`config.mk`:
```
export PLATFORM = sky130hd
export DESIGN_NAME = gfr_frame_mem
export DESIGN_NICKNAME = d
export VERILOG_FILES = /design/src/hdl/gfr_pkg.sv /design/src/hdl/gfr_frame_mem.sv
export SDC_FILE = /design/constraint.sdc
export NUM_CORES = 2
export LEC_CHECK = 0
export ABC_AREA = 1
export BUFFER_PORTS_ARGS = -buffer_cell sky130_fd_sc_hd__buf_4
export CAP_MARGIN = 30
export CORE_MARGIN = 1.5
export CORE_UTILIZATION = 45
export CTS_CLUSTER_SIZE = 30
export DETAILED_ROUTE_END_ITERATION = 10
export SLEW_MARGIN = 25
export SYNTH_ARGS = -nofsm -noshare
export SYNTH_HDL_FRONTEND = slang
export SYNTH_SLANG_ARGS = --single-unit
```
`constraint.sdc`:
```
create_clock -name clk_i -period 3.2 [get_ports clk_i]
set_clock_uncertainty 0.15 [all_clocks]
set_input_delay 0.64 -clock clk_i [delete_from_list [all_inputs] [get_ports clk_i]]
set_output_delay 0.64 -clock clk_i [all_outputs]
set_load 0.01 [all_outputs]
```
`src/hdl/gfr_pkg.sv`:
```
`default_nettype none

package gfr_pkg;

  localparam int DEF_SCREEN_WIDTH  = 128;
  localparam int DEF_SCREEN_HEIGHT = 32;

  localparam int GLYPH_ADVANCE = 6;
  localparam int CURSOR_MAX    = 255;
  localparam int CODE_FIRST    = 32;
  localparam int CODE_LAST     = 127;
  localparam int CODE_FALLBACK = 63;  // question mark

  // Two store bytes per glyph column (upper and lower page), five columns.
  localparam int GLYPH_STEPS = 10;

  // Write request for one store byte, produced by the pixel unit.
  typedef struct packed {
    logic       wr_en;
    logic [7:0] bits;
  } pix_ctl_t;

  // Font table: column 0 of a glyph sits in the top byte, column 4 in the bottom byte.
  // Bit b of a column lights row b of the glyph.
  localparam logic [39:0] FONT_ROM [96] = '{
    40'h00_00_00_00_00, 40'h00_00_5F_00_00, 40'h00_07_00_07_00, 40'h14_7F_14_7F_14,
    40'h24_2A_7F_2A_12, 40'h23_13_08_64_62, 40'h36_49_55_22_50, 40'h00_05_03_00_00,
    40'h00_1C_22_41_00, 40'h00_41_22_1C_00, 40'h14_08_3E_08_14, 40'h08_08_3E_08_08,
    40'h00_50_30_00_00, 40'h08_08_08_08_08, 40'h00_60_60_00_00, 40'h20_10_08_04_02,
    40'h3E_51_49_45_3E, 40'h00_42_7F_40_00, 40'h42_61_51_49_46, 40'h21_41_45_4B_31,
    40'h18_14_12_7F_10, 40'h27_45_45_45_39, 40'h3C_4A_49_49_30, 40'h01_71_09_05_03,
    40'h36_49_49_49_36, 40'h06_49_49_29_1E, 40'h00_36_36_00_00, 40'h00_56_36_00_00,
    40'h08_14_22_41_00, 40'h14_14_14_14_14, 40'h00_41_22_14_08, 40'h02_01_51_09_06,
    40'h32_49_79_41_3E, 40'h7E_11_11_11_7E, 40'h7F_49_49_49_36, 40'h3E_41_41_41_22,
    40'h7F_41_41_22_1C, 40'h7F_49_49_49_41, 40'h7F_09_09_09_01, 40'h3E_41_49_49_7A,
    40'h7F_08_08_08_7F, 40'h00_41_7F_41_00, 40'h20_40_41_3F_01, 40'h7F_08_14_22_41,
    40'h7F_40_40_40_40, 40'h7F_02_0C_02_7F, 40'h7F_04_08_10_7F, 40'h3E_41_41_41_3E,
    40'h7F_09_09_09_06, 40'h3E_41_51_21_5E, 40'h7F_09_19_29_46, 40'h46_49_49_49_31,
    40'h01_01_7F_01_01, 40'h3F_40_40_40_3F, 40'h1F_20_40_20_1F, 40'h3F_40_38_40_3F,
    40'h63_14_08_14_63, 40'h07_08_70_08_07, 40'h61_51_49_45_43, 40'h00_7F_41_41_00,
    40'h02_04_08_10_20, 40'h00_41_41_7F_00, 40'h04_02_01_02_04, 40'h40_40_40_40_40,
    40'h00_01_02_04_00, 40'h20_54_54_54_78, 40'h7F_48_44_44_38, 40'h38_44_44_44_20,
    40'h38_44_44_48_7F, 40'h38_54_54_54_18, 40'h08_7E_09_01_02, 40'h0C_52_52_52_3E,
    40'h7F_08_04_04_78, 40'h00_44_7D_40_00, 40'h20_40_44_3D_00, 40'h7F_10_28_44_00,
    40'h00_41_7F_40_00, 40'h7C_04_18_04_78, 40'h7C_08_04_04_78, 40'h38_44_44_44_38,
    40'h7C_14_14_14_08, 40'h08_14_14_18_7C, 40'h7C_08_04_04_08, 40'h48_54_54_54_20,
    40'h04_3F_44_40_20, 40'h3C_40_40_20_7C, 40'h1C_20_40_20_1C, 40'h3C_40_30_40_3C,
    40'h44_28_10_28_44, 40'h0C_50_50_50_3C, 40'h44_64_54_4C_44, 40'h00_08_36_41_00,
    40'h00_00_7F_00_00, 40'h00_41_36_08_00, 40'h10_08_08_10_08, 40'h00_00_00_00_00
  };

  // Maps a character byte to its font entry; unprintable codes fall back to '?'.
  function automatic logic [6:0] glyph_index(logic [7:0] code);
    logic [7:0] c;
    c = code;
    if ((c < 8'(CODE_FIRST)) || (c > 8'(CODE_LAST))) begin
      c = 8'(CODE_FALLBACK);
    end
    return 7'(c - 8'(CODE_FIRST));
  endfunction

  // Cursor advance by one glyph cell, saturating at the right limit.
  function automatic logic [8:0] advance(logic [8:0] x);
    logic [9:0] n;
    n = {x[8], x} + 10'(GLYPH_ADVANCE);
    if ($signed(n) > $signed(10'(CURSOR_MAX))) begin
      return 9'(CURSOR_MAX);
    end
    return n[8:0];
  endfunction

endpackage

`default_nettype wire

```
`src/hdl/gfr_frame_mem.sv`:
```
`default_nettype none

// Framebuffer store: one write port and one registered read port.
module gfr_frame_mem #(
  parameter int DEPTH  = gfr_pkg::DEF_SCREEN_WIDTH * ((gfr_pkg::DEF_SCREEN_HEIGHT + 7) / 8),
  parameter int ADDR_W = $clog2(DEPTH)
) (
  input  wire logic              clk_i,
  input  wire logic              we_i,
  input  wire logic [ADDR_W-1:0] waddr_i,
  input  wire logic [7:0]        wdata_i,
  input  wire logic              re_i,
  input  wire logic [ADDR_W-1:0] raddr_i,
  output logic      [7:0]        rdata_o
);

  logic [7:0] mem_q [DEPTH];
  logic [7:0] rdata_q;

  always_ff @(posedge clk_i) begin
    if (we_i) begin
      mem_q[waddr_i] <= wdata_i;
    end
    if (re_i) begin
      rdata_q <= mem_q[raddr_i];
    end
  end

  assign rdata_o = rdata_q;

endmodule

`default_nettype wire

```
; Word-level counts from Yosys, hierarchy flattened
; Memory sizes are Yosys's and may differ from the RTL's. A register that Yosys moved wholly into a read port is not among the register bits.
; Index checks and enable logic that the tools add are counted.
[totals]
reg_bits = 0
ram_bits = 4096
in_bits = 29
output_inout_bits = 8
wordCells = 3
mem_count = 1
[classes]
n_mux = 2
[mem_list]
columns = name, depth, width, rd, rd_clocked_by_memory_dff, write_ports, line_no
row1 = mem_q, 512, 8, 1, 1, 1, gfr_frame_mem.sv:17  ; logic [7:0] mem_q [DEPTH];
[op_table]
columns = op, count
row1 = 1-bit two-way mux, 2

; Logic depth before layout (Yosys ltp)
[depth]
ltp_word = 2
mapped_depth = 15
mapped_depth_nobuf = 11

; Worst setup path after synthesis
; No wires, ideal clock.
[synth_path]
kind = input-to-reg
from = input waddr_i[4]
to = memory mem_q[212][0], enable pin
t_arrival_ns = 1.861
t_required_ns = 2.680
slack_ns = 0.819
stages = 7
path_cell_list = inv_1 > nor2_1 > inv_1 > nor2_1 > inv_1 > clkbuf_1 > nor2_1
[synth_rtl]
columns = item, line_no
row1 = "start, declared", gfr_frame_mem.sv:10  ; input wire logic [ADDR_W-1:0] waddr_i,
row2 = "end, declared", gfr_frame_mem.sv:17
; Straight into the memory's write port.

; Final worst setup path
[layout_path]
from = register rdata_q[7], in the netlist rdata_o[7], read port of mem_q
to = output rdata_o[7]
[layout_rtl]
columns = item, line_no
row1 = "start, declared", gfr_frame_mem.sv:18  ; logic [7:0] rdata_q;
row2 = "end, declared", gfr_frame_mem.sv:14  ; output logic [7:0] rdata_o
; No word-level cell between the ends.

==> out/metrics.cfg <==
[critical_path]
cp.arrival_ns = 1.92
crit_start = rdata_o[7]
setup.worst_path.end_class = primary output
max_stage_delay_ns = 0.72
critPathBufInv = 1
reg2reg_from = mem_q[93][2]
worstReg2RegEnd = rdata_o[2]
critPathMaxFanout = 1
cp.depth = 1
crit_chain = buf_4
rr_worst_depth = 11
crit_path_top_delay_cell = edfxtp_1
cp_top_family = flip-flops
startpoint_type = register
worstSetupPathType = reg -> out
rrSetupSlack_ns = 0.54
cp-endpoint = rdata_o[7]
cp.required_ns = 2.41

[clocking]
cts_max_level = 5
cts_resized = 0
cts_sinks = 4104
clk_pin_slew_ns = 0.06
hold_buffers = 7
cts_buffer_depth = 4
cts_buffers = 415
cts_root_buffer = clkbuf_16
clock_latency_ns = 0.99
cts_tree = done
post-cts-setup-buffers = 0

[power]
internal-power_mw = 89.1
combinationalPowerShare_pct = 6.6
p_per_area_nw_per_um2 = 593
ir_worst_vdd_uv = 468
pwr-share-clk_pct = 41.9
p_sw_mw = 26.0
p_sw_share_pct = 22.6
p_seq_share_pct = 51.5
total_power_mw = 115
p_leak_nw = 69.1

[worst_hold_path]
min_from = raddr_i[8]
hp-class = in -> reg

[timing]
tightest_slew_ns = 0.948
finalCriticalPeriod_ns = 2.71
timing.fmax_mhz = 370
hold_viol = 0
setup-violations-final = 0
setup_ws_ns = 0.494
rsz0062_at_grt = false
relSlewSlack_pct = 36.8
slew_viol_final = 0
fin_crit_sh_pct = 84.6

[run_status]
outcome = finished clean

[detailed_routing]
vias_per_cell = 5.59
drt_iter0_markers = 13700
routed_wirelength_mm = 484
first_pass_iters = 6
wl_per_cell_um = 24.3
drtAntennaViolNets = 0
route.vias.total = 111000
drcViolationCount = 0

[synthesis]
yosysWarnings = 0
yosysUniqueCellTypes = 15
syn_avg_cell_area_um2 = 12.0
syn-num-nets = 13900
seq_area_frac_synth_pct = 73.9
netlist_area_um2 = 167000
synthCells = 13900
synth_seq_cells = 4104

[die]
die_area_um2 = 374000
coreArea_um2 = 369000
num_io_pins = 37
die_height_um = 612
start_util_pct = 45.2
die_w_um = 612
rows = 223

[final_layout]
nets = 14700
register_area_um2 = 123000
area_delta_synth_final_pct = 16.3
final_common_cell = nand2_1
final_cells = 19900
nFillCells = 31200
mostFrequentLayoutCells = nand2_1 (4145), edfxtp_1 (4104), nand3_1 (4080), buf_4 (1053), nor2_1 (512)
multi_input_area_um2 = 38100
layout-drive-gt1-share_pct = 12.8
fin_util_pct = 52.6

[placed_design]
portBuffers = 36
dpl_worst_slack_ns = -0.370
finalWeightedCongestion = 0.898
dp.cells = 19200
dp_hpwl_mm = 300

[grt]
overflow = 0
grt_pass1_wl_mm = 708
grt_pass1_vias = 106000
antenna_found_initial = 17
grt_max_degree = 111
grtUsageTotal_pct = 25.4

[job]
maxCapViolations = 0

kinds of logic (layout without fill, tap and decap cells):
kind of cell           after synthesis  count (layout)  synth area share [%]
other                                0              11                     0
AND/OR/NAND/NOR                   8765            8765                  22.8
buffers and inverters             1022            2105                  3.33
flip-flops                        4104            4104                  73.9
power by group through the flow:
stage                     combinational [mW]  clock, mW  sequential [mW]
after floorplan                         3.66          0             60.4
after global placement                  7.46          0             60.4
after detailed placement                7.50          0             60.4
after CTS                               7.53       48.7             59.3
after global routing                    8.10       50.7             59.2
final                                   7.59       48.2             59.3
layer usage:
layer / global-route usage, % / part of all wire (%) / vias to the layer above
li1: - / - / 51000
met1: 36.1 / 42 / 54900
met2: 40.3 / 47 / 4739
met3: 3.34 / 8.1 / 872
met4: 9.20 / 3.9 / 10
met5: 0 / 0.021 / -
state kept, by name, summed over array words and instances, names as in the netlist:
signal / flops
mem_q: 4096
rdata_o: 8
cells in the mapped netlist (all sizes together):
master,instances,area share (%)
buf,799,2.8
clkbuf,184,0.41
edfxtp,4104,74
inv,39,0.091
nand2,4160,9.4
nand3,4080,12
nor2,514,1.2
nor3,11,0.033
cell type report:
| cell class | instances | area share [%] |
|---|---|---|
| inverters | 39 | 0.104 |
| clock buffers | 499 | 5.58 |
| repair buffers | 1302 | 6.58 |
| diodes | 11 | 0.0142 |
| clock inverters | 265 | 1.33 |
| flip-flops and latches | 4104 | 63.5 |
| well taps | 4950 | 3.19 |
| multi-input cells | 8765 | 19.7 |
metrics by stage:
| step | TNS, ns | cell area, um^2 | hold WS [ns] |
|---|---|---|---|
| 2_1_floorplan | 0 | 167000 | 0.589 |
| 3_3_place_gp | -2.20 | 180000 | 0.909 |
| 3_5_place_dp | -2.13 | 180000 | 0.918 |
| 4_1_cts | 0 | 194000 | 0.000190 |
| 5_1_grt | 0 | 194000 | 0.0339 |
| 6_report | 0 | 194000 | 0.0559 |
worst min path at each step:
stage / to / slack (ns) / depth (start not counted)
3_3_place_gp: rdata_o[4] / 0.91 / 1
4_1_cts: rdata_o[4] / 0.0002 / 3
2_1_floorplan: mem_q[0][0] / 0.59 / 0
3_5_place_dp: rdata_o[4] / 0.92 / 1
6_report: rdata_o[2] / 0.06 / 3
5_1_grt: rdata_o[4] / 0.03 / 3
Power figures use the tool's default switching activity.
