$ cat src/hdl/gfr_pkg.sv
`default_nettype none

package gfr_pkg;

  localparam int DEF_SCREEN_WIDTH  = 128;
  localparam int DEF_SCREEN_HEIGHT = 32;

  localparam int GLYPH_ADVANCE = 6;
  localparam int CURSOR_MAX    = 255;
  localparam int CODE_FIRST    = 32;
  localparam int CODE_LAST     = 127;
  localparam int CODE_FALLBACK = 63;  // question mark

  // Two store bytes per glyph column (upper and lower page), five columns.
  localparam int GLYPH_STEPS = 10;

  // Write request for one store byte, produced by the pixel unit.
  typedef struct packed {
    logic       wr_en;
    logic [7:0] bits;
  } pix_ctl_t;

  // Font table: column 0 of a glyph sits in the top byte, column 4 in the bottom byte.
  // Bit b of a column lights row b of the glyph.
  localparam logic [39:0] FONT_ROM [96] = '{
    40'h00_00_00_00_00, 40'h00_00_5F_00_00, 40'h00_07_00_07_00, 40'h14_7F_14_7F_14,
    40'h24_2A_7F_2A_12, 40'h23_13_08_64_62, 40'h36_49_55_22_50, 40'h00_05_03_00_00,
    40'h00_1C_22_41_00, 40'h00_41_22_1C_00, 40'h14_08_3E_08_14, 40'h08_08_3E_08_08,
    40'h00_50_30_00_00, 40'h08_08_08_08_08, 40'h00_60_60_00_00, 40'h20_10_08_04_02,
    40'h3E_51_49_45_3E, 40'h00_42_7F_40_00, 40'h42_61_51_49_46, 40'h21_41_45_4B_31,
    40'h18_14_12_7F_10, 40'h27_45_45_45_39, 40'h3C_4A_49_49_30, 40'h01_71_09_05_03,
    40'h36_49_49_49_36, 40'h06_49_49_29_1E, 40'h00_36_36_00_00, 40'h00_56_36_00_00,
    40'h08_14_22_41_00, 40'h14_14_14_14_14, 40'h00_41_22_14_08, 40'h02_01_51_09_06,
    40'h32_49_79_41_3E, 40'h7E_11_11_11_7E, 40'h7F_49_49_49_36, 40'h3E_41_41_41_22,
    40'h7F_41_41_22_1C, 40'h7F_49_49_49_41, 40'h7F_09_09_09_01, 40'h3E_41_49_49_7A,
    40'h7F_08_08_08_7F, 40'h00_41_7F_41_00, 40'h20_40_41_3F_01, 40'h7F_08_14_22_41,
    40'h7F_40_40_40_40, 40'h7F_02_0C_02_7F, 40'h7F_04_08_10_7F, 40'h3E_41_41_41_3E,
    40'h7F_09_09_09_06, 40'h3E_41_51_21_5E, 40'h7F_09_19_29_46, 40'h46_49_49_49_31,
    40'h01_01_7F_01_01, 40'h3F_40_40_40_3F, 40'h1F_20_40_20_1F, 40'h3F_40_38_40_3F,
    40'h63_14_08_14_63, 40'h07_08_70_08_07, 40'h61_51_49_45_43, 40'h00_7F_41_41_00,
    40'h02_04_08_10_20, 40'h00_41_41_7F_00, 40'h04_02_01_02_04, 40'h40_40_40_40_40,
    40'h00_01_02_04_00, 40'h20_54_54_54_78, 40'h7F_48_44_44_38, 40'h38_44_44_44_20,
    40'h38_44_44_48_7F, 40'h38_54_54_54_18, 40'h08_7E_09_01_02, 40'h0C_52_52_52_3E,
    40'h7F_08_04_04_78, 40'h00_44_7D_40_00, 40'h20_40_44_3D_00, 40'h7F_10_28_44_00,
    40'h00_41_7F_40_00, 40'h7C_04_18_04_78, 40'h7C_08_04_04_78, 40'h38_44_44_44_38,
    40'h7C_14_14_14_08, 40'h08_14_14_18_7C, 40'h7C_08_04_04_08, 40'h48_54_54_54_20,
    40'h04_3F_44_40_20, 40'h3C_40_40_20_7C, 40'h1C_20_40_20_1C, 40'h3C_40_30_40_3C,
    40'h44_28_10_28_44, 40'h0C_50_50_50_3C, 40'h44_64_54_4C_44, 40'h00_08_36_41_00,
    40'h00_00_7F_00_00, 40'h00_41_36_08_00, 40'h10_08_08_10_08, 40'h00_00_00_00_00
  };

  // Maps a character byte to its font entry; unprintable codes fall back to '?'.
  function automatic logic [6:0] glyph_index(logic [7:0] code);
    logic [7:0] c;
    c = code;
    if ((c < 8'(CODE_FIRST)) || (c > 8'(CODE_LAST))) begin
      c = 8'(CODE_FALLBACK);
    end
    return 7'(c - 8'(CODE_FIRST));
  endfunction

  // Cursor advance by one glyph cell, saturating at the right limit.
  function automatic logic [8:0] advance(logic [8:0] x);
    logic [9:0] n;
    n = {x[8], x} + 10'(GLYPH_ADVANCE);
    if ($signed(n) > $signed(10'(CURSOR_MAX))) begin
      return 9'(CURSOR_MAX);
    end
    return n[8:0];
  endfunction

endpackage

`default_nettype wire

$ cat src/hdl/gfr_pixel_unit.sv
`default_nettype none

// Shared address and mask unit: maps one sequencer step (glyph column and
// page half) to a store address and the bits to OR in, with clipping.
module gfr_pixel_unit #(
  parameter int SCREEN_WIDTH  = gfr_pkg::DEF_SCREEN_WIDTH,
  parameter int SCREEN_HEIGHT = gfr_pkg::DEF_SCREEN_HEIGHT,
  parameter int ADDR_W        = 9
) (
  input  wire logic [8:0]        x_i,
  input  wire logic [6:0]        y_i,
  input  wire logic [3:0]        step_i,
  input  wire logic [39:0]       glyph_i,
  output logic      [ADDR_W-1:0] addr_o,
  output gfr_pkg::pix_ctl_t      ctl_o
);

  localparam int PAGE_COUNT = (SCREEN_HEIGHT + 7) / 8;
  localparam int LAST_ROWS  = SCREEN_HEIGHT - (PAGE_COUNT - 1) * 8;
  localparam logic [7:0] LAST_MASK = 8'((16'd1 << LAST_ROWS) - 16'd1);

  logic [2:0]  col;
  logic        half;
  logic [7:0]  col_byte;
  logic [9:0]  px;
  logic        px_ok;
  logic [4:0]  page;
  logic        page_ok;
  logic [15:0] shifted;
  logic [7:0]  row_mask;
  logic [11:0] sum;

  assign col  = step_i[3:1];
  assign half = step_i[0];

  always_comb begin
    case (col)
      3'd0:    col_byte = glyph_i[39:32];
      3'd1:    col_byte = glyph_i[31:24];
      3'd2:    col_byte = glyph_i[23:16];
      3'd3:    col_byte = glyph_i[15:8];
      3'd4:    col_byte = glyph_i[7:0];
      default: col_byte = 8'h00;
    endcase
  end

  assign px    = {x_i[8], x_i} + {7'b0, col};
  assign px_ok = !px[9] && ({1'b0, px[8:0]} < 10'(SCREEN_WIDTH));

  // Floor of y / 8 selects the upper page; the lower half spills into the next one.
  assign page    = {y_i[6], y_i[6:3]} + {4'b0, half};
  assign page_ok = !page[4] && ({1'b0, page[3:0]} < 5'(PAGE_COUNT));

  assign shifted  = {9'b0, col_byte[6:0]} << y_i[2:0];
  assign row_mask = (page[3:0] == 4'(PAGE_COUNT - 1)) ? LAST_MASK : 8'hFF;

  assign sum    = {3'b0, px[8:0]} + 12'(page[3:0]) * 12'(SCREEN_WIDTH);
  assign addr_o = sum[ADDR_W-1:0];

  assign ctl_o.wr_en = px_ok && page_ok && (step_i < 4'(gfr_pkg::GLYPH_STEPS));
  assign ctl_o.bits  = (half ? shifted[15:8] : shifted[7:0]) & row_mask;

endmodule

`default_nettype wire

$ cat config.mk
export PLATFORM = sky130hd
export DESIGN_NAME = gfr_pixel_unit
export DESIGN_NICKNAME = d
export VERILOG_FILES = /design/src/hdl/gfr_pkg.sv /design/src/hdl/gfr_pixel_unit.sv
export SDC_FILE = /design/constraint.sdc
export NUM_CORES = 1
export LEC_CHECK = 0
export BUFFER_PORTS_ARGS = -buffer_cell sky130_fd_sc_hd__buf_2
export CORE_ASPECT_RATIO = 0.6
export CORE_MARGIN = 2
export CORE_UTILIZATION = 35
export DETAILED_ROUTE_END_ITERATION = 16
export PLACE_DENSITY = 0.71
export SYNTH_ARGS = -nofsm -noshare
export SYNTH_HDL_FRONTEND = slang
export SYNTH_SLANG_ARGS = --single-unit
$ cat constraint.sdc
create_clock -name vclk -period 4.1
set_input_delay 0.205 -clock vclk [all_inputs]
set_output_delay 0.205 -clock vclk [all_outputs]
set_load 0.02 [all_outputs]
# Word level (Yosys, flattened, before mapping)
# Index checks and enable logic that the tools add are counted.
[word_totals]
latch_bits = 0
n_memories = 0
mem_bits_rw = 0
output_inout_bits = 18
reg_bits = 0
word_cells = 20
romBits = 0
[classes]
shift = 1
eq_ne = 4
mux = 2
n_reduce_logical = 7
n_bitwise = 0
n_addsub = 3
multipliers = 0
div_mod_pow = 0
n_lt_le_gt_ge = 3
[ops]
columns = ["operator", "count"]
rows = [
  ["$pmux W7 S5", 1],
  ["$shl A7 B3 Y16", 1],
  ["$add A9 B4 Y10", 1],
  ["$add A9 B9 Y9", 1],
  ["$lt A9 B8 Y1 const B", 1],
  ["$mux W8", 1],
  ["$eq A3 B2 Y1 const B", 2],
  ["$add A4 B2 Y5", 1],
  ["$logic_and A1 B1 Y1", 4],
  ["$lt A4 B3 Y1 const B", 1],
  ["$lt A4 B4 Y1 const B", 1],
  ["$eq A3 B1 Y1 const B", 1],
  ["$eq A3 B3 Y1 const B", 1],
  ["$logic_not A3 Y1", 1],
  ["$logic_not A1 Y1", 2],
]

# Longest topological paths before layout
# Gate-level depths: netlist of the first run.
[logic_depth]
ltp_word = 5
ltp_mapped = 8
depth_no_buf = 8

# Worst setup path before layout of the first run
# Ideal clock, no wire load.
[synth_path]
path_kind = "input -> output"
start = "input port step_i[2]"
end = "output port addr_o[8]"
cell_stages = 8
path_buffers = 1
arrival_ns = 2.003
t_required_ns = 3.895
path_slack_ns = 1.892
path_cell_list = "buf_6 > inv_1 > fa_1 > inv_1 > a21o_1 > or3b_2 > xor2_1 > xnor2_1"
[synth_via]
elab_chain_len = 2
[synth_rtl]
columns = ["element", "line", "rtl"]
rows = [
  ["start, declared", "gfr_pixel_unit.sv:12", "input wire logic [3:0] step_i,"],
  ["$add A9 B4 Y10", "gfr_pixel_unit.sv:47", "assign px = {x_i[8], x_i} + {7'b0, col};"],
  ["$add A9 B9 Y9", "gfr_pixel_unit.sv:57", "assign sum = {3'b0, px[8:0]} + 12'(page[3:0]) * 12'(SCREEN_WIDTH);"],
  ["end, declared", "gfr_pixel_unit.sv:14", "output logic [ADDR_W-1:0] addr_o,"],
]
# No other way between the ends.

# Worst setup path in the final report of the first run
# Same ends and word-level chain as after synthesis.

==> results of run 1 <==
per-layer routing:
layer | vias up | GRT usage | share of wire
met5 | - | 0 | 0
met4 | 0 | 0 | 0
met3 | 0 | 0.00438 | 0.043
met2 | 31 | 0.271 | 0.43
met1 | 565 | 0.254 | 0.52
li1 | 655 | - | -
metrics by stage:
stage / hold WS [ns] / total power, W / area, µm² / worst slack [ns]
after floorplan: 0.538 / 0.000124 / 1040 / 1.89
after global placement: 0.716 / 0.000183 / 1420 / 1.62
after detailed placement: 0.718 / 0.000185 / 1420 / 1.62
after CTS: 0.718 / 0.000185 / 1420 / 1.61
after global routing: 0.740 / 0.000202 / 1420 / 1.43
final: 0.715 / 0.000185 / 1420 / 1.61
final cells by class:
cell class | instances | share of cell area
multi-input cells | 122 | 0.686
inverters | 7 | 0.0186
repair buffers | 73 | 0.258
well taps | 42 | 0.0371
power breakdown:
part,internal (W),switching (W),total [W]
registers,0,0,0
logic,0.0000808,0.000104,0.000185
clock network,0,0,0
cells in the final DEF (no fill, tap or decap), drive strengths merged, types with 3 or more instances in the layout:
cell type,count
xor2,4
buf,73
o21ai,6
o21bai,3
mux2i,12
o2bb2ai,4
ha,6
nand2,7
a22oi,3
nor2,13
nand2b,3
o22ai,7
mux2,6
nor3,3
a21oi,5
inv,6
a21o,3
a31oi,3
xnor2,6
cells by family (layout without fill, tap and decap cells):
logic type | Yosys count | count (layout)
AO/OA/AOI/OAI | 48 | 48
AND/OR/NAND/NOR | 39 | 39
multiplexers | 18 | 18
buffers and inverters | 14 | 80
XOR/XNOR | 10 | 10
adder cells (fa/ha/maj) | 7 | 7
worst paths after layout:
path              slack [ns]   endpoint  depth (start not counted)      start
hold / removal          0.72  addr_o[6]                          3     x_i[6]
setup / recovery        1.61  addr_o[8]                         10  step_i[2]
==> summary.txt, run 1 <==
Run status
  • Status: completed

Route
  • DRT iter0 DRCs: 39
  • DRC errors left: 0
  • Antenna Nets Post-Route: 0
  • DRT Pass-1 Iters: 4
  • Post-Route WL: 3.04 mm
  • DR WL/cell: 12.5 µm
  • Via/cell ratio: 5.13
  • Via count: 1251

STA
  • Setup TNS: 0 ns
  • Final Hold Vio Count: 0
  • Slew @ Worst Pin: 0.444 ns
  • Final worst path period share: 0.606
  • Period minus WS final: 2.49 ns
  • RSZ-0062 raised after global routing: false
  • F_max: 402 MHz
  • Setup violations, final: 0
  • Worst relative slew slack: 0.703
  • Final Max Slew Viols: 0

Clock network
  • Post-CTS Setup Bufs: 0
  • PostCTS Resize Cnt: 0
  • CTS hold repair buffers: 0

Synth
  • Yosys top cell by area: mux2i_1
  • Synthesized net count: 203
  • Synth Area per Inst: 7.67 µm²
  • Cell area after synthesis: 1040 µm²
  • Top cells by count, synth: nor2_1 (13), mux2i_1 (12), nand2_1 (7)
  • Synth unique cells: 56
  • Simple-Gate Fraction of Synth Area: 0.203
  • Yosys top cell area share: 0.115
  • Mux contribution to synthesized area: 0.187
  • Synth Area in Adders: 0.0911
  • Largest family of logic cells by synthesized area: compound AO/OA/AOI/OAI gates
  • Count leader, synth: nor2_1
  • Ranking of synthesized cells by area: mux2i_1 (12%), ha_1 (7.2%), xnor2_1 (5.0%)
  • Seq/Total Area, Yosys: 0
  • Xor/xnor cell area share of the yosys netlist: 0.0839
  • Cell count after synthesis: 136
  • Post-synthesis compound-gate area fraction: 0.366
  • Syn. warnings: 0

Die
  • Die Footprint: 3450 µm²
  • Starting density of the core: 0.366
  • Core Rows: 15
  • Die W: 74.5 µm
  • IO Pins: 78
  • Die height: 46.3 µm
  • Core Region: 2850 µm²

Critical path
  • Crit path max-delay cell type: ha_1
  • CP cell instances: buf_2, ha_1, a21o_1, a21oi_1, nor2_1, xnor2_1, ha_1, xor2_1, xnor2_1, buf_2
  • Worst EP required: 3.89 ns
  • Worst Setup End Kind: primary output
  • Crit path buf inv count: 2
  • Max incr delay on CP: 0.30 ns
  • Arrival time at the worst endpoint: 2.28 ns
  • Crit path launch type: input pin
  • WS Path Type: input pin to primary output
  • Crit path max-delay family: XOR/XNOR gates
  • CP max FO: 14

Layout
  • Final Core Density: 0.496
  • FILL cells: 300
  • Flip-flop and latch area: 0 µm²
  • Final cell count without fillers: 244
  • Synthesis-to-finish area growth: 35.6%
  • Footprint of the multi-input gates: 971 µm²
  • Clk_buf instances: 0
  • Share of layout cells above drive strength 1: 0.450
  • Nets: 271
  • Seq_cells: 0
  • Antenna Cells: 0

Placement
  • Post-DP HPWL: 2.61 mm
  • GPL Wtd Cong: 0.890
  • Port bufs: 73
  • Placed Cells: 244

Global route
  • Vias in the first global route: 994
  • Initial antenna violation count: 0
  • First-pass GRT wire length: 4.52 mm
  • GRT Util Overall: 0.165
  • Grt ovf: 0
  • Largest net degree at the start of global routing: 17

Flow run
  • Number of max-cap violations: 0

Power
  • Cell area power density: 130 nW/µm²
  • Peak VDD IR: 82.4 µV
  • P_leak: 0.709 nW

Hold path
  • Hold Crit Class: input pin to primary output
(Power assumes the default switching activity.)
==> run 2, diff against run 1 <==
==> constraint.sdc (replaced) <==
create_clock -name vclk -period 2.3
set_input_delay 0.115 -clock vclk [all_inputs]
set_output_delay 0.115 -clock vclk [all_outputs]
set_load 0.02 [all_outputs]
==> run 2 against run 1 <==
Net effect:
- global-route usage shrank 0.14 points
- clock-buffer cell count is the same
- die area is the same
- combinational power grew 82%
- hold slack lost 0.18 ns
- first-iteration DRC count grew 31%
- sequential share of layout area is the same
- sequential cell count is the same
==> summary.txt, run 2 (synthesized netlist as in run 1, its figures left out) <==
Route
  • DRC errors left: 0 (unchanged)
  • Via/cell ratio: 5.14 (was 5.13)
  • DRT iter0 DRCs: 51 (was 39)
  • Antenna Nets Post-Route: 0 (unchanged)
  • DR WL/cell: 12.0 µm (was 12.5 µm)
  • Via count: 1274 (was 1251)
  • DRT Pass-1 Iters: 4 (unchanged)
  • Post-Route WL: 2.99 mm (was 3.04 mm)

Power
  • Cell area power density: 231 nW/µm² (was 130 nW/µm²)
  • Peak VDD IR: 124 µV (was 82.4 µV)
  • P_leak: 0.731 nW (was 0.709 nW)

Die
  • Core Region: 2850 µm² (unchanged)
  • Die Footprint: 3450 µm² (unchanged)
  • Die height: 46.3 µm (unchanged)
  • Starting density of the core: 0.366 (unchanged)
  • Core Rows: 15 (unchanged)
  • IO Pins: 78 (unchanged)
  • Die W: 74.5 µm (unchanged)

Layout
  • Final cell count without fillers: 248 (was 244)
  • Antenna Cells: 0 (unchanged)
  • Seq_cells: 0 (unchanged)
  • Commonest non-fill, non-tap cell in the layout: buf_2 (unchanged)
  • Most frequent cells in the layout: buf_2 (72), nor2_1 (13), mux2i_1 (12), nand2_1 (7) (was buf_2 (73), nor2_1 (13), mux2i_1 (12), nand2_1 (7))
  • Synthesis-to-finish area growth: 39.4% (was 35.6%)
  • Share of layout cells above drive strength 1: 0.466 (was 0.450)
  • Nets: 275 (was 271)
  • Clk_buf instances: 0 (unchanged)
  • Flip-flop and latch area: 0 µm² (unchanged)

Critical path
  • Crit path buf inv count: 4 (was 2)
  • Crit path max-delay cell type: or3b_2 (was ha_1)
  • Crit. Startpoint: step_i[1] (was step_i[2])
  • CP max FO: 3 (was 14)
  • Max incr delay on CP: 0.48 ns (was 0.30 ns)
  • Crit path max-delay family: simple AND/OR/NAND/NOR gates (was XOR/XNOR gates)
  • Worst Setup End Kind: primary output (unchanged)
  • Arrival time at the worst endpoint: 2.03 ns (was 2.28 ns)
  • Worst EP required: 2.18 ns (was 3.89 ns)
  • Crit path launch type: input pin (unchanged)
  • WS Path Type: input pin to primary output (unchanged)
  • CP cell instances: buf_2, ha_1, inv_1, fa_1, inv_1, a21o_1, or3b_2, xor2_2, and3b_1, buf_2 (was buf_2, ha_1, a21o_1, a21oi_1, nor2_1, xnor2_1, ha_1, xor2_1, xnor2_1, buf_2)

STA
  • Period minus WS final: 2.15 ns
  • Final worst path period share: 0.933
  • Setup violations, final: 0 (unchanged)
  • Setup TNS: 0 ns (unchanged)
  • Worst relative slew slack: 0.711 (was 0.703)
  • F_max: 466 MHz
  • Final Max Slew Viols: 0 (unchanged)
  • Final Hold Vio Count: 0 (unchanged)
  • RSZ-0062 raised after global routing: false (unchanged)
  • Slew @ Worst Pin: 0.431 ns (was 0.444 ns)

Hold path
  • Hold path start: x_i[6] (unchanged)
  • WHS Endpoint: addr_o[6] (unchanged)
  • Hold Path Stages: 3 (unchanged)
  • Hold Crit Class: input pin to primary output (unchanged)

Placement
  • Post-DP HPWL: 2.59 mm (was 2.61 mm)
  • Placed Cells: 248 (was 244)
  • GPL Wtd Cong: 0.895 (was 0.890)
  • Port bufs: 73 (unchanged)

Global route
  • Vias in the first global route: 1004 (was 994)
  • GRT Util Overall: 0.163 (was 0.165)
  • Initial antenna violation count: 0 (unchanged)
  • Grt ovf: 0 (unchanged)
  • Largest net degree at the start of global routing: 17 (unchanged)
  • First-pass GRT wire length: 4.48 mm (was 4.52 mm)

Flow run
  • Number of max-cap violations: 0 (unchanged)

Clock network
  • CTS hold repair buffers: 0 (unchanged)
  • PostCTS Resize Cnt: 0 (unchanged)
  • Post-CTS Setup Bufs: 0 (unchanged)

Run status
  • Status: completed (unchanged)
[run 2: report_power, final]
group / internal, W / switching, W
sequential: 0 / 0
combinational: 0.000151 / 0.000185
clock: 0 / 0
[run 2: worst max path at each step]
stage	end	slack (ns)	depth (start not counted)
floorplan	addr_o[8]	0.27	8
global placement	ctl_o[8]	0.16	10
detailed placement	ctl_o[8]	0.13	10
CTS	ctl_o[8]	0.12	10
global route	addr_o[8]	0.01	10
finish	ctl_o[8]	0.15	10
[run 2: routing by layer]
layer  vias up  routed length (µm)  global-route usage
met1       567                1480               0.252
met3         0                 167             0.00219
met2        38                1330               0.271
met4         0                   0                   0
li1        669                   -                   -
met5         -                   0                   0
[run 2: through the flow]
stage	hold slack, ns	util	cell area, µm²	total power (W)	setup WS (ns)
finish	0.539	0.510	1460	0.000336	0.155
global route	0.571	0.510	1460	0.000368	0.0143
CTS	0.538	0.507	1450	0.000333	0.123
detailed placement	0.535	0.507	1450	0.000332	0.134
global placement	0.538	0.507	1450	0.000329	0.160
floorplan	0.358	-	1040	0.000220	0.272
[run 2: area by class of cell]
cell class,instances,area [µm²]
repair buffers,77,398
well taps,42,52.6
fillers,278,1400
multi-input cells,122,978
inverters,7,26.3
